<file path="config.mk">
export PLATFORM = sky130hd
export DESIGN_NAME = rpn_stack_mem
export DESIGN_NICKNAME = d
export VERILOG_FILES = /design/src/rtl/core/rpn_pkg.sv /design/src/rtl/core/rpn_stack_mem.sv
export SDC_FILE = /design/constraint.sdc
export NUM_CORES = 2
export LEC_CHECK = 0
export BUFFER_PORTS_ARGS = -buffer_cell sky130_fd_sc_hd__clkbuf_2
export CAP_MARGIN = 20
export CORE_MARGIN = 1
export CORE_UTILIZATION = 50
export DETAILED_ROUTE_END_ITERATION = 16
export PLACE_DENSITY = 0.65
export REMOVE_ABC_BUFFERS = 1
export SLEW_MARGIN = 20
export SYNTH_ARGS = -nofsm -noshare
export SYNTH_HDL_FRONTEND = slang
export SYNTH_SLANG_ARGS = --single-unit
</file>
<file path="constraint.sdc">
create_clock -name clk -period 6.1 [get_ports clk]
set_clock_uncertainty 0.2 [all_clocks]
set_input_delay 0.915 -clock clk [delete_from_list [all_inputs] [get_ports clk]]
set_output_delay 0.915 -clock clk [all_outputs]
set_load 0.02 [all_outputs]
</file>
<file path="src/rtl/core/rpn_pkg.sv">
// Shared constants, codes and types of the RPN stack evaluator.
`default_nettype none

package rpn_pkg;

    localparam int STACK_DEPTH = 128;
    localparam int ADDR_W      = $clog2(STACK_DEPTH);
    localparam int CNT_W       = $clog2(STACK_DEPTH + 1);
    localparam int DATA_W      = 32;
    localparam int REQ_W       = 3;
    localparam int STATUS_W    = 2;
    localparam int DIV_STEPS   = DATA_W;
    localparam int DIV_CNT_W   = $clog2(DIV_STEPS);

    typedef enum logic [REQ_W-1:0] {
        REQ_PUSH   = 3'd0,
        REQ_ADD    = 3'd1,
        REQ_SUB    = 3'd2,
        REQ_MUL    = 3'd3,
        REQ_DIV    = 3'd4,
        REQ_EQUALS = 3'd5
    } req_code_t;

    typedef enum logic [STATUS_W-1:0] {
        ST_OK        = 2'd0,
        ST_OVERFLOW  = 2'd1,
        ST_UNDERFLOW = 2'd2,
        ST_DIVZERO   = 2'd3
    } status_t;

    typedef struct packed {
        logic              en;
        logic [ADDR_W-1:0] addr;
        logic [DATA_W-1:0] data;
    } mem_wr_t;

    typedef struct packed {
        logic busy;
        logic done;
    } div_stat_t;

endpackage

`default_nettype wire

</file>
<file path="src/rtl/core/rpn_stack_mem.sv">
// Stack storage: one write port, two registered read ports.
`default_nettype none

module rpn_stack_mem (
    input  wire logic                       clk,
    input  wire rpn_pkg::mem_wr_t           wr,
    input  wire logic [rpn_pkg::ADDR_W-1:0] rd_addr_a,
    input  wire logic [rpn_pkg::ADDR_W-1:0] rd_addr_b,
    output logic      [rpn_pkg::DATA_W-1:0] rd_data_a,
    output logic      [rpn_pkg::DATA_W-1:0] rd_data_b
);
    import rpn_pkg::*;

    logic [DATA_W-1:0] mem [STACK_DEPTH];

    always_ff @(posedge clk)
    begin
        if (wr.en)
        begin
            mem[wr.addr] <= wr.data;
        end
    end

    always_ff @(posedge clk)
    begin
        rd_data_a <= mem[rd_addr_a];
        rd_data_b <= mem[rd_addr_b];
    end

endmodule

`default_nettype wire

</file>
# [Word-level counts from Yosys, hierarchy flattened]
# Memory sizes are Yosys's and may differ from the RTL's. A register that Yosys moved wholly into a read port is not among the register bits.
# Cells that the tools add are included.
[op_classes] muxes=2
[ops] cell="1-bit two-way mux" n=2
[totals] register_bits=0 ramBits=4096 input_bits=55 output_inout_bits=64 elab_cells=3 memories=1
[memory_table] name="mem" words=128 width=32 read_ports=2 rd_ports_with_merged_regs=2 wr=1 line="rpn_stack_mem.sv:14" text="logic [DATA_W-1:0] mem [STACK_DEPTH];"

# [Logic depth before layout (Yosys ltp)]
[depth] depth_word=2 depth_mapped=8 mapped_depth_nobuf=4

# [Worst setup path before layout]
# OpenSTA, ideal clock, no wires.
[synth_timing] path_kind="input to register" start="in wr[39] (netlist name)" end="mem mem[98][0], enable pin" arrival_ps=3693 slack_ps=1746 stages=3 path_buffers=1 cell_sequence="clkbuf_1 > nand4_1 > nor3_1"
[synth_between] elab_chain_cells=2
[synth_rtl] item="start: declaration" line="rpn_stack_mem.sv:6" text="input wire rpn_pkg::mem_wr_t wr,"
[synth_rtl] item="1-bit two-way mux" line="rpn_stack_mem.sv:18" text="if (wr.en)"
[synth_rtl] item="1-bit two-way mux (not written as such)" line="rpn_stack_mem.sv:20" text="mem[wr.addr] <= wr.data;"
[synth_rtl] item="end: declaration" line="rpn_stack_mem.sv:14"
# No other way between the ends.

==> impl.org <==
** Detailed routing
- In the routed design, unresolved DRC markers number 0.
- Vias per inst :: 7.33
- In this run, the number of DRC markers left after iteration 0 of detailed routing was 14,800.
- Average detailed-routed wire length per instance :: 44.6 um
- Count of nets left with antenna violations after detail routing :: 0
- For this run, the detailed router's first-pass iteration total came to 6.
- Detailed routing inserted a total of 98,800 vias.
- Detailed-route wire length :: 601 mm

** Timing
- The routed design could run at a clock period as short as 3.78 ns.
- The hold violation total from the final report was 0.
- The final critical path takes up 62.0% of the cycle.
- Number of max-slew violations in the final report :: 0
- Setup Viol. Count Final :: 0
- At the pin with the least slew margin, the transition time is 1.29 ns.
- On the final layout, the worst hold slack is 0.0846 ns.
- Final TNS setup :: 0 ns
- Worst slew margin relative to its limit :: 14.0%
- Unrepaired setup endpoints after global routing :: no
- Derived from the worst setup path, the maximum achievable clock frequency is 265 MHz.

** Place
- The count of buffers added on input and output ports is 118.
- Including well taps, the total number of placed cells is 12,600.
- Sum of net half-perimeters after detailed placement :: 341 mm
- In this run the cell area measured after placement is 199,000 um^2.
- Placer congestion estimate :: 0.858

** Global route
- Global routing used 31.9% of the available tracks across all layers.
- The total overflow left after global routing is 0.
- The first global-routing pass estimated 830 mm of wire.
- The via count of the first global-routing pass was 101,000.
- Initial antenna violation count :: 38
- Pin count of the biggest net entering global routing :: 129

** Critical path
- Cells along the critical path :: buf_12, buf_12, buf_4, mux4_2, mux4_2, mux4_2, mux2_2
- Type of the worst setup path :: in -> reg
- Required time worst endpoint :: 6.77 ns
- Startpoint of the most critical register-to-register path :: mem[101][4]$_DFFE_PP_
- STA classifies the critical path endpoint as a register.
- In this run the worst path has a maximum fanout of 68.
- For this run, the slowest stage of the critical path takes 0.61 ns.
- Worst reg-to-reg path cell count :: 4
- Critical Path Slowest Stage Cell :: mux4_2
- Type of origin of the critical path :: input port
- CP Data Arrival Time :: 4.45 ns
- Capture instance of the worst register-to-register path :: rd_data_a[4]$_DFF_P_
- In this design, the critical path's most frequently occurring cell is mux4_2.
- Setup slack of the worst register-to-register path :: 3.16 ns

** Cells and area
- Count of filler cells inserted in the layout :: 26,900
- Most common cell after layout, fill and taps aside :: edfxtp_1
- Design area :: 213,000 um^2
- Final cell count without fillers :: 13,500
- In the layout the commonest cells are 4,096 x edfxtp_1, 2,688 x mux4_2, 433 x clkbuf_16.
- Net count reported at finish :: 8,143
- From synthesis to final layout, the design area changed by 12.9%.
- Layout cell share with drive strength beyond 1 :: 48.2%

** Synthesis
- Largest area contributor in the synthesized netlist :: edfxtp_1
- The average instance in the mapped netlist occupies 24.5 um^2.
- In the synthesized netlist, the number of instances is 7,701.
- During synthesis, Yosys emitted a total of 0 warnings.
- The synthesized netlist contains 17 unique library cells.
- Async set or reset register ratio after synthesis :: 0%
- Synth top area share :: 65.2%
- Largest cells by area after synthesis :: edfxtp_1 65%, mux4_2 32%, clkbuf_1 0.73%, dfxtp_1 0.68%, mux2_2 0.38%
- Synthesis-stage register bit count :: 4,160
- Sequential-to-total area share from yosys stat :: 65.8%
- Prevailing post-synth register cell :: edfxtp_1
- Post-synth EDFFs :: 4,096
- After synthesis the cells add up to 189,000 um^2.

** Power and ir drop
- The analysis attributes to cell leakage a power of 65.0 nW.
- Areal power density over the cells :: 295 nW/um^2
- Across the VDD grid, the largest voltage drop is 248 uV.

** CTS
- Clock transition at the registers of the reported paths :: 0.06 ns
- Number of gates given a new drive strength after cts :: 0
- The root buffer cell chosen for the clock tree is clkbuf_16.
- The clock drives 4,160 sinks.
- The number of clock buffers added by TritonCTS is 428.
- Clock latency on the worst-skew pair, taken at its later pin, is 0.99 ns.
- The H-tree was split into 5 levels.
- Deepest clock path buffer count :: 4
- TritonCTS built the clock tree.

** Run status
- Outcome :: complete, no violations

** Floorplanning
- 119 I/O pins were placed.
- The initialized floorplan defines 225 standard-cell rows.
- Total Die Area :: 380,000 um^2
- Effective utilization at floorplan :: 50.3%
- The die is 616 um tall.
- The core region is 376,000 um^2.
- Measured along the x axis, the die boundary spans 616 um.

** Flow run
- Count of max-cap constraint violations :: 0

** Hold path
- Counting instances, the worst hold path has a depth of 1.
- The worst hold path begins at wr[4].
- The path class of the tightest hold or removal check is in -> reg.
- For hold timing, the worst endpoint is mem[57][4]$_DFFE_PP_.
==> how the worst max path moves through the flow <==
stage               cells past startpoint                    end         start
floorplan                               3  mem[102][0]$_DFFE_PP_        wr[35]
global placement                        7  rd_data_b[20]$_DFF_P_  rd_addr_b[0]
detailed placement                      7  rd_data_a[19]$_DFF_P_  rd_addr_a[0]
CTS                                     7  rd_data_a[19]$_DFF_P_  rd_addr_a[0]
global route                            7  rd_data_a[19]$_DFF_P_  rd_addr_a[0]
finish                                  7  rd_data_b[26]$_DFF_P_  rd_addr_b[0]
==> cells in the mapped netlist (3+ instances only) <==
library cell  count
nand2_1          14
nor2b_1           7
nor3_1            9
buf_1           132
mux2_2           64
nand3_1          12
buf_4            17
dfxtp_1          64
clkbuf_1        365
nor2_1          122
nand4_1           3
edfxtp_1       4096
buf_2           103
mux4_2         2688
==> power breakdown <==
group          total (mW)  switching (mW)  internal, mW
clock                26.1            11.3          14.8
sequential           31.8           0.194          31.6
combinational        5.04            2.77          2.27
==> critical path: cells and delay by family <==
kind | cells | cell delay, ns
muxes | 4 | 1.94
buffers and inverters | 3 | 1.16
==> per-layer routing <==
metal	wire (um)	vias to the layer above	track usage [%]
met5	26	-	0
met4	35700	4	16.4
met3	69400	1324	7.20
met2	282000	6767	48.9
met1	214000	54500	43.6
li1	-	36200	-
==> stage by stage <==
| stage | power [mW] | util, % | setup slack (ns) |
|---|---|---|---|
| global route | 64.4 | 56.8 | 2.32 |
| floorplan | 34.6 | - | 1.78 |
| global placement | 37.3 | 53.0 | 1.35 |
| finish | 62.9 | 56.8 | 2.32 |
| CTS | 63.2 | 56.7 | 2.40 |
| detailed placement | 37.4 | 53.0 | 1.36 |
==> flip-flops by register name, summed over array words and instances, names as in the netlist <==
register and cells:
mem 4096, rd_data_a 32, rd_data_b 32
==> cell type report <==
| type | count | area, um^2 | share of cell area (%) |
|---|---|---|---|
| Antenna cell | 32 | 80.1 | 0.0376 |
| Clock buffer | 546 | 11500 | 5.39 |
| Clock inverter | 247 | 2330 | 1.09 |
| Multi-Input combinational cell | 2922 | 62900 | 29.5 |
| Sequential cell | 4160 | 124000 | 58.3 |
| Tap cell | 4994 | 6250 | 2.93 |
| Timing Repair Buffer | 576 | 5840 | 2.74 |
==> kinds of logic (layout without fill, tap and decap cells) <==
| family | after synthesis | count (layout) | share of synthesized area (%) |
|---|---|---|---|
| buffers and inverters | 619 | 1369 | 1.34 |
| DFF | 4160 | 4160 | 65.8 |
| muxes | 2752 | 2752 | 32.5 |
| and+or+nand+nor | 170 | 170 | 0.369 |
| other | 0 | 32 | 0 |
==> timing repair <==
action	in CTS	in global routing
buffers inserted	0	0
hold buffers	4	0
hold endpoints to repair	55	0
No activity file was read; power rests on OpenSTA's default activity.
