[config.mk]
export PLATFORM = sky130hd
export DESIGN_NAME = rpn_div
export DESIGN_NICKNAME = d
export VERILOG_FILES = /design/src/rtl/core/rpn_pkg.sv /design/src/rtl/core/rpn_div.sv
export SDC_FILE = /design/constraint.sdc
export NUM_CORES = 1
export LEC_CHECK = 0
export CELL_PAD_IN_SITES_DETAIL_PLACEMENT = 0
export CELL_PAD_IN_SITES_GLOBAL_PLACEMENT = 1
export CORE_UTILIZATION = 34
export CTS_BUF_LIST = sky130_fd_sc_hd__clkbuf_16
export DETAILED_ROUTE_END_ITERATION = 10
export DONT_BUFFER_PORTS = 1
export GPL_ROUTABILITY_DRIVEN = 1
export PLACE_DENSITY_LB_ADDON = 0.05
export SLEW_MARGIN = 20
export SYNTH_ARGS = -nofsm -noshare
export SYNTH_HDL_FRONTEND = slang
export SYNTH_SLANG_ARGS = --single-unit
[constraint.sdc]
create_clock -name clk -period 4.2 [get_ports clk]
set_clock_uncertainty 0.1 [all_clocks]
set_input_delay 0 -clock clk [delete_from_list [all_inputs] [get_ports clk]]
set_output_delay 0 -clock clk [all_outputs]
set_load 0.03 [all_outputs]
[src/rtl/core/rpn_pkg.sv]
// Shared constants, codes and types of the RPN stack evaluator.
`default_nettype none

package rpn_pkg;

    localparam int STACK_DEPTH = 128;
    localparam int ADDR_W      = $clog2(STACK_DEPTH);
    localparam int CNT_W       = $clog2(STACK_DEPTH + 1);
    localparam int DATA_W      = 32;
    localparam int REQ_W       = 3;
    localparam int STATUS_W    = 2;
    localparam int DIV_STEPS   = DATA_W;
    localparam int DIV_CNT_W   = $clog2(DIV_STEPS);

    typedef enum logic [REQ_W-1:0] {
        REQ_PUSH   = 3'd0,
        REQ_ADD    = 3'd1,
        REQ_SUB    = 3'd2,
        REQ_MUL    = 3'd3,
        REQ_DIV    = 3'd4,
        REQ_EQUALS = 3'd5
    } req_code_t;

    typedef enum logic [STATUS_W-1:0] {
        ST_OK        = 2'd0,
        ST_OVERFLOW  = 2'd1,
        ST_UNDERFLOW = 2'd2,
        ST_DIVZERO   = 2'd3
    } status_t;

    typedef struct packed {
        logic              en;
        logic [ADDR_W-1:0] addr;
        logic [DATA_W-1:0] data;
    } mem_wr_t;

    typedef struct packed {
        logic busy;
        logic done;
    } div_stat_t;

endpackage

`default_nettype wire

[src/rtl/core/rpn_div.sv]
// Unsigned restoring divider, one quotient bit per cycle.
`default_nettype none

module rpn_div (
    input  wire logic                       clk,
    input  wire logic                       rst_n,
    input  wire logic                       start,
    input  wire logic [rpn_pkg::DATA_W-1:0] dividend,
    input  wire logic [rpn_pkg::DATA_W-1:0] divisor,
    output logic      [rpn_pkg::DATA_W-1:0] quotient,
    output rpn_pkg::div_stat_t              stat
);
    import rpn_pkg::*;

    logic [DATA_W-1:0]    rem_reg, rem_next;
    logic [DATA_W-1:0]    quo_reg, quo_next;
    logic [DATA_W-1:0]    dvs_reg, dvs_next;
    logic [DIV_CNT_W-1:0] cnt_reg, cnt_next;
    logic                 busy_reg, busy_next;
    logic                 done_reg, done_next;
    logic [DATA_W:0]      shifted;
    logic [DATA_W:0]      diff;

    assign shifted = {rem_reg, quo_reg[DATA_W-1]};
    assign diff    = shifted - {1'b0, dvs_reg};

    always_comb
    begin
        rem_next  = rem_reg;
        quo_next  = quo_reg;
        dvs_next  = dvs_reg;
        cnt_next  = cnt_reg;
        busy_next = busy_reg;
        done_next = 1'b0;
        if (start)
        begin
            rem_next  = '0;
            quo_next  = dividend;
            dvs_next  = divisor;
            cnt_next  = '0;
            busy_next = 1'b1;
        end
        else if (busy_reg)
        begin
            // keep the partial remainder when the trial subtract goes negative
            if (diff[DATA_W])
            begin
                rem_next = shifted[DATA_W-1:0];
                quo_next = {quo_reg[DATA_W-2:0], 1'b0};
            end
            else
            begin
                rem_next = diff[DATA_W-1:0];
                quo_next = {quo_reg[DATA_W-2:0], 1'b1};
            end
            cnt_next = cnt_reg + DIV_CNT_W'(1);
            if (cnt_reg == DIV_CNT_W'(DIV_STEPS - 1))
            begin
                busy_next = 1'b0;
                done_next = 1'b1;
            end
        end
    end

    always_ff @(posedge clk or negedge rst_n)
    begin
        if (!rst_n)
        begin
            busy_reg <= 1'b0;
            done_reg <= 1'b0;
            cnt_reg  <= '0;
        end
        else
        begin
            busy_reg <= busy_next;
            done_reg <= done_next;
            cnt_reg  <= cnt_next;
        end
    end

    always_ff @(posedge clk)
    begin
        rem_reg <= rem_next;
        quo_reg <= quo_next;
        dvs_reg <= dvs_next;
    end

    assign quotient  = quo_reg;
    assign stat.busy = busy_reg;
    assign stat.done = done_reg;

endmodule

`default_nettype wire
Word-level counts from Yosys, hierarchy flattened:

Index checks and enable logic that the tools add are counted.

* flip-flop bits (word level): 103
* bits in latches: 0
* bits in writable memories: 0
* bits in read-only memories: 0
* bits of input ports: 67
* output and inout bits: 34
* logic and storage cells: 22
* memories kept: 0

* $add $sub $neg: 2
* $mul: 0
* divide/modulo/power cells: 0
* magnitude comparators: 0
* eq/ne operators: 1
* shift-type cells: 0
* muxes and demuxes: 12
* bitwise operators: 0
* reductions and logical operators: 1

Operators with widths (count)
* 32-bit two-way mux: 3
* 33-bit by 32-bit subtractor with 33-bit output: 1
* 5-bit two-way mux: 2
* 1-bit two-way mux: 7
* 5-bit by 1-bit adder with 5-bit output, second input constant: 1
* 5-bit == test, second input constant: 1
* 2-bit nonzero test: 1

Depth between registers and ports, before layout:

* depth in word-level cells: 4
* mapped depth: 14
* gate-level depth less buffers: 12

Worst setup path before layout:

No wires, ideal clock.

* kind: register -> register
* start point: register quo_reg[31] (netlist: quotient[31])
* end point: register rem_reg[0]
* library setup time: 79 ps
* data arrival time: 3076 ps
* data required time: 4021 ps
* setup slack: 944 ps
* stages on the path, launching flop included: 13
* path buffers: 0
* clock period less this slack: 3256 ps
* cell sequence: edfxtp_1 -> inv_1 -> ha_1 -> fa_1 -> nand2b_1 -> a21oi_2 -> o21ai_2 -> or4_4 -> and3_4 -> o21ai_4 -> nand2_4 -> mux2_4 -> a211oi_2

* word-level cells in the longest chain between the ends: 2

RTL lines
* from (decl): RTL line rpn_div.sv:16 `logic [DATA_W-1:0] quo_reg, quo_next;`
* from (signal assigned): RTL line rpn_div.sv:84 `quo_reg <= quo_next;`
* 33-bit by 32-bit subtractor with 33-bit output: RTL line rpn_div.sv:25 `assign diff = shifted - {1'b0, dvs_reg};`
* 32-bit two-way mux (*): RTL line rpn_div.sv:46 `if (diff[DATA_W])`
* to (signal assigned): RTL line rpn_div.sv:83 `rem_reg <= rem_next;`
* to (decl): RTL line rpn_div.sv:15 `logic [DATA_W-1:0] rem_reg, rem_next;`

Mark *: on every way between the ends. The rest lies on a longest branch, timed or not.
A chain may end at the register's enable or synchronous reset.

Worst setup path after layout:

Ends and elaborated chain as after synthesis.

==> metrics.md <==
| Metric | Value |
|---|---|
| Worst r2r dst | `rem_reg[0]$_SDFFE_PP0P_` |
| Max-Slew Margin vs Limit | `a little under three fifths` |
| Pin count of the biggest net entering global routing | `103` |
| Sequential share of the synthesized area | `a little under half` |
| Clock sink total | `103` |
| Mapped Area | `between 5000 and 6000 µm²` |
| DR WL/cell | `around 16 µm` |
| IO Pins | `a little over 100` |
| Fin Hold WS | `152 ps` |
| Starting Density | `between 30% and 40%` |
| Unique masters post-synth | `59` |
| RR Startpoint | `quotient[31]$_DFFE_PP_` |
| Arrival time worst endpoint | `approximately 3900 ps` |
| Routed WL | `approximately 15 mm` |
| DR vias/cell | `a little over 5` |
| Post-Synth XOR/XNOR Area | `under 10%` |
| Die width | `around 130 µm` |
| DRT iter0 DRCs | `198` |
| H-tree depth | `3` |
| CP Class | `reg2reg` |
| First-pass GRT wire length | `approximately 24 mm` |
| TNS Setup | `0 ps` |
| EDFF count, synth | `64` |
| ANT cells | `0` |
| Synth Area in Compound Gates | `around 17%` |
| HP Start | `divisor[8]` |
| Syn_nets | `710` |
| First-pass DRT Iterations | `6` |
| Initial antenna violation count | `0` |
| Worst min path class | `in2reg` |
| DP Cell Count | `808` |
| Final non-filler cell total | `892` |
| CTS root buf | `clkbuf_16` |
| Top_reg_cell synth | `edfxtp_1` |
| DRC | `0` |
| RSZ-0062 raised after global routing | `no` |
| Post-synth top area cell | `edfxtp_1` |
| Post-synthesis mux area share | `6.40%` |
| Largest family of logic cells by synthesized area | `compound AO/OA/AOI/OAI gates` |
| CTS tree | `done` |
| Hold Vio Cnt, Final | `0` |
| Reg2Reg Setup Slack | `500 ps` |
| Die H | `roughly 130 µm` |
| Setup violators final | `0` |
| Crit. End Element | `flip-flop` |
| Fmax | `between 0.2 and 0.3 GHz` |
| WP data required | `~4400 ps` |
| HPWL after DPL | `9.79 mm` |
| Pleak | `just under 3 nW` |
| Vias in the first global route | `roughly 4700` |
| Gr usage total | `16.7%` |
| IO buf count | `0` |
| Worst-path clk slew | `around 90 ps` |
| GP Congestion | `0.770` |
| Antenna viol nets, final | `0` |
| Final net count | `between 700 and 800` |
| Synth Area in Adders | `under 10%` |
| Register Area | `2740 µm²` |
| Number of synthesis warnings | `0` |
| Fraction of registers with async set/reset | `slightly below 7%` |
| Die ar. | `between 15000 and 20000 µm²` |
| Yosys reg bits | `about 100` |
| Critical Path End | `rem_reg[0]$_SDFFE_PP0P_` |
| Share of layout cells above drive strength 1 | `10.8%` |
| Power consumption | `0.00245 W` |
| Multi-input gate area | `roughly 3000 µm²` |
| Synthesized area per cell | `around 10 µm²` |
| # resized after CTS | `0` |
| Worst-case clock buffer depth | `2` |
| Maximum VDD drop | `around 0.28 mV` |
| GRT overflow | `0` |
| Pwr Density | `between 300 and 400 nW/µm²` |
| Max Cap Violations | `0` |
| Final min period | `3700 ps` |
| P&R area growth vs syn | `20.2%` |
| Outcome | `finished clean` |
| Row cnt | `between 40 and 50` |
| Max-slew violations | `0` |
| Clk Latency, worst-skew pair | `around 370 ps` |
| DR vias | `approximately 4600` |
| Worst Setup SP | `quotient[31]$_DFFE_PP_` |
| Area contributors post-synth | `edfxtp_1 32%, dfxtp_1 11%, ha_1 7.1%` |
| Post-route clock period utilization | `88.1%` |
| CP Launch Type | `flip-flop` |
| Share of the synthesized area in the top cell type | `32.0%` |
| Peak fanout along the critical path | `28` |
| CORE AREA | `17200 µm²` |
| Post-Synth Simple-Gate Area | `about 14%` |
| Worst Max-Slew Pin Slew | `about 640 ps` |
| Syn Inst Count | `between 600 and 700` |
| Fill count | `between 1500 and 2000` |
| CTS Buf Count | `9` |
| Reg2Reg Depth | `12` |
==> Yosys cell counts (17+ instances only) <==
master    count
nand2_1      73
edfxtp_1     64
nor2_1       58
inv_1        45
a21oi_1      40
ha_1         34
dfxtp_1      32
mux2_2       31
a311oi_1     26
xnor2_1      19
o21ai_0      18
clkbuf_1     17
nand3_1      17
==> power breakdown <==
| part | internal, W | switching, W |
|---|---|---|
| combinational | 0.000134 | 0.000135 |
| clock | 0.000489 | 0.000450 |
| sequential | 0.00115 | 0.0000974 |
| total | 0.00177 | 0.000683 |
==> how the worst min path moves through the flow <==
stage	endpoint	slack (ps)	depth (start not counted)
floorplan	busy_reg$_DFF_PN0_	-400	0
global placement	cnt_reg[4]$_DFFE_PN0P_	-400	0
detailed placement	cnt_reg[4]$_DFFE_PN0P_	-400	0
CTS	dvs_reg[24]$_DFFE_PP_	140	1
global route	dvs_reg[8]$_DFFE_PP_	130	1
finish	dvs_reg[8]$_DFFE_PP_	150	1
==> worst max-delay path: stages, from the launching register on <==
cell and delay [ps]:
edfxtp_1 540, inv_1 110, ha_1 230, fa_1 370, nand2b_1 190, a21oi_2 200
o21ai_2 120, or4_4 500, and3_4 210, o21ai_4 190, nand2_4 270, mux2_4 380
a211oi_2 190
==> area by class of cell <==
| type | count | area share [%] |
|---|---|---|
| Sequential cell | 103 | 38.0 |
| Clock buffer | 9 | 3.13 |
| Clock inverter | 7 | 1.53 |
| Inverter | 45 | 2.34 |
| Tap cell | 225 | 3.91 |
| Timing Repair Buffer | 72 | 10.1 |
| Multi-Input combinational cell | 431 | 41.0 |
==> metal layers <==
layer / up-vias / GRT usage (%) / share of wire (%)
li1: 2309 / - / -
met1: 2193 / 21.7 / 48
met2: 88 / 27.2 / 47
met3: 12 / 4.54 / 4.6
met4: 0 / 4.24 / 1.0
met5: - / 0 / 0
==> per-stage QoR <==
stage | utilization, % | worst slack, ps | area [µm²]
2_1_floorplan | - | 944 | 6000
3_5_place_dp | 35.8 | 470 | 6170
4_1_cts | 41.8 | 454 | 7210
6_report | 41.8 | 502 | 7210
3_3_place_gp | 35.8 | 542 | 6170
5_1_grt | 41.8 | 265 | 7210
==> logic make-up (layout without fill, tap and decap cells) <==
logic type	Yosys count	count (layout)
adder cells (fa/ha/maj)	35	35
AO/OA/AOI/OAI	145	145
XOR/XNOR	29	29
buffers and inverters	74	133
multiplexers	34	34
AND/OR/NAND/NOR	188	188
flip-flops	103	103
==> timing repair <==
item                                    in CTS  in global routing
endpoints found under the setup margin       0                  0
hold buffers                                68                  0
buffers inserted                             0                  0
hold endpoints to repair                   142                  0
==> cells in the final DEF (no fill, tap or decap), types with 3 or more instances in the layout <==
| master | count |
|---|---|
| clkinv_8 | 3 |
| o211ai_1 | 9 |
| clkbuf_16 | 9 |
| dfrtp_1 | 6 |
| o21a_1 | 5 |
| xnor2_1 | 19 |
| nor3_1 | 6 |
| nand2b_1 | 10 |
| nor2_1 | 58 |
| o21bai_1 | 3 |
| xor2_1 | 10 |
| nand2_1 | 73 |
| a31oi_1 | 6 |
| inv_1 | 45 |
| edfxtp_1 | 64 |
| ha_1 | 34 |
| o21ai_0 | 18 |
| dlygate4sd3_1 | 67 |
| o2111ai_1 | 3 |
| a21o_1 | 10 |
| dfxtp_1 | 32 |
| a21oi_1 | 40 |
| and3_1 | 4 |
| mux2_2 | 31 |
| buf_4 | 4 |
| a311oi_1 | 26 |
| nand4_1 | 7 |
| a211oi_1 | 4 |
| nand3_1 | 17 |
No activity file was read; power rests on OpenSTA's default activity.
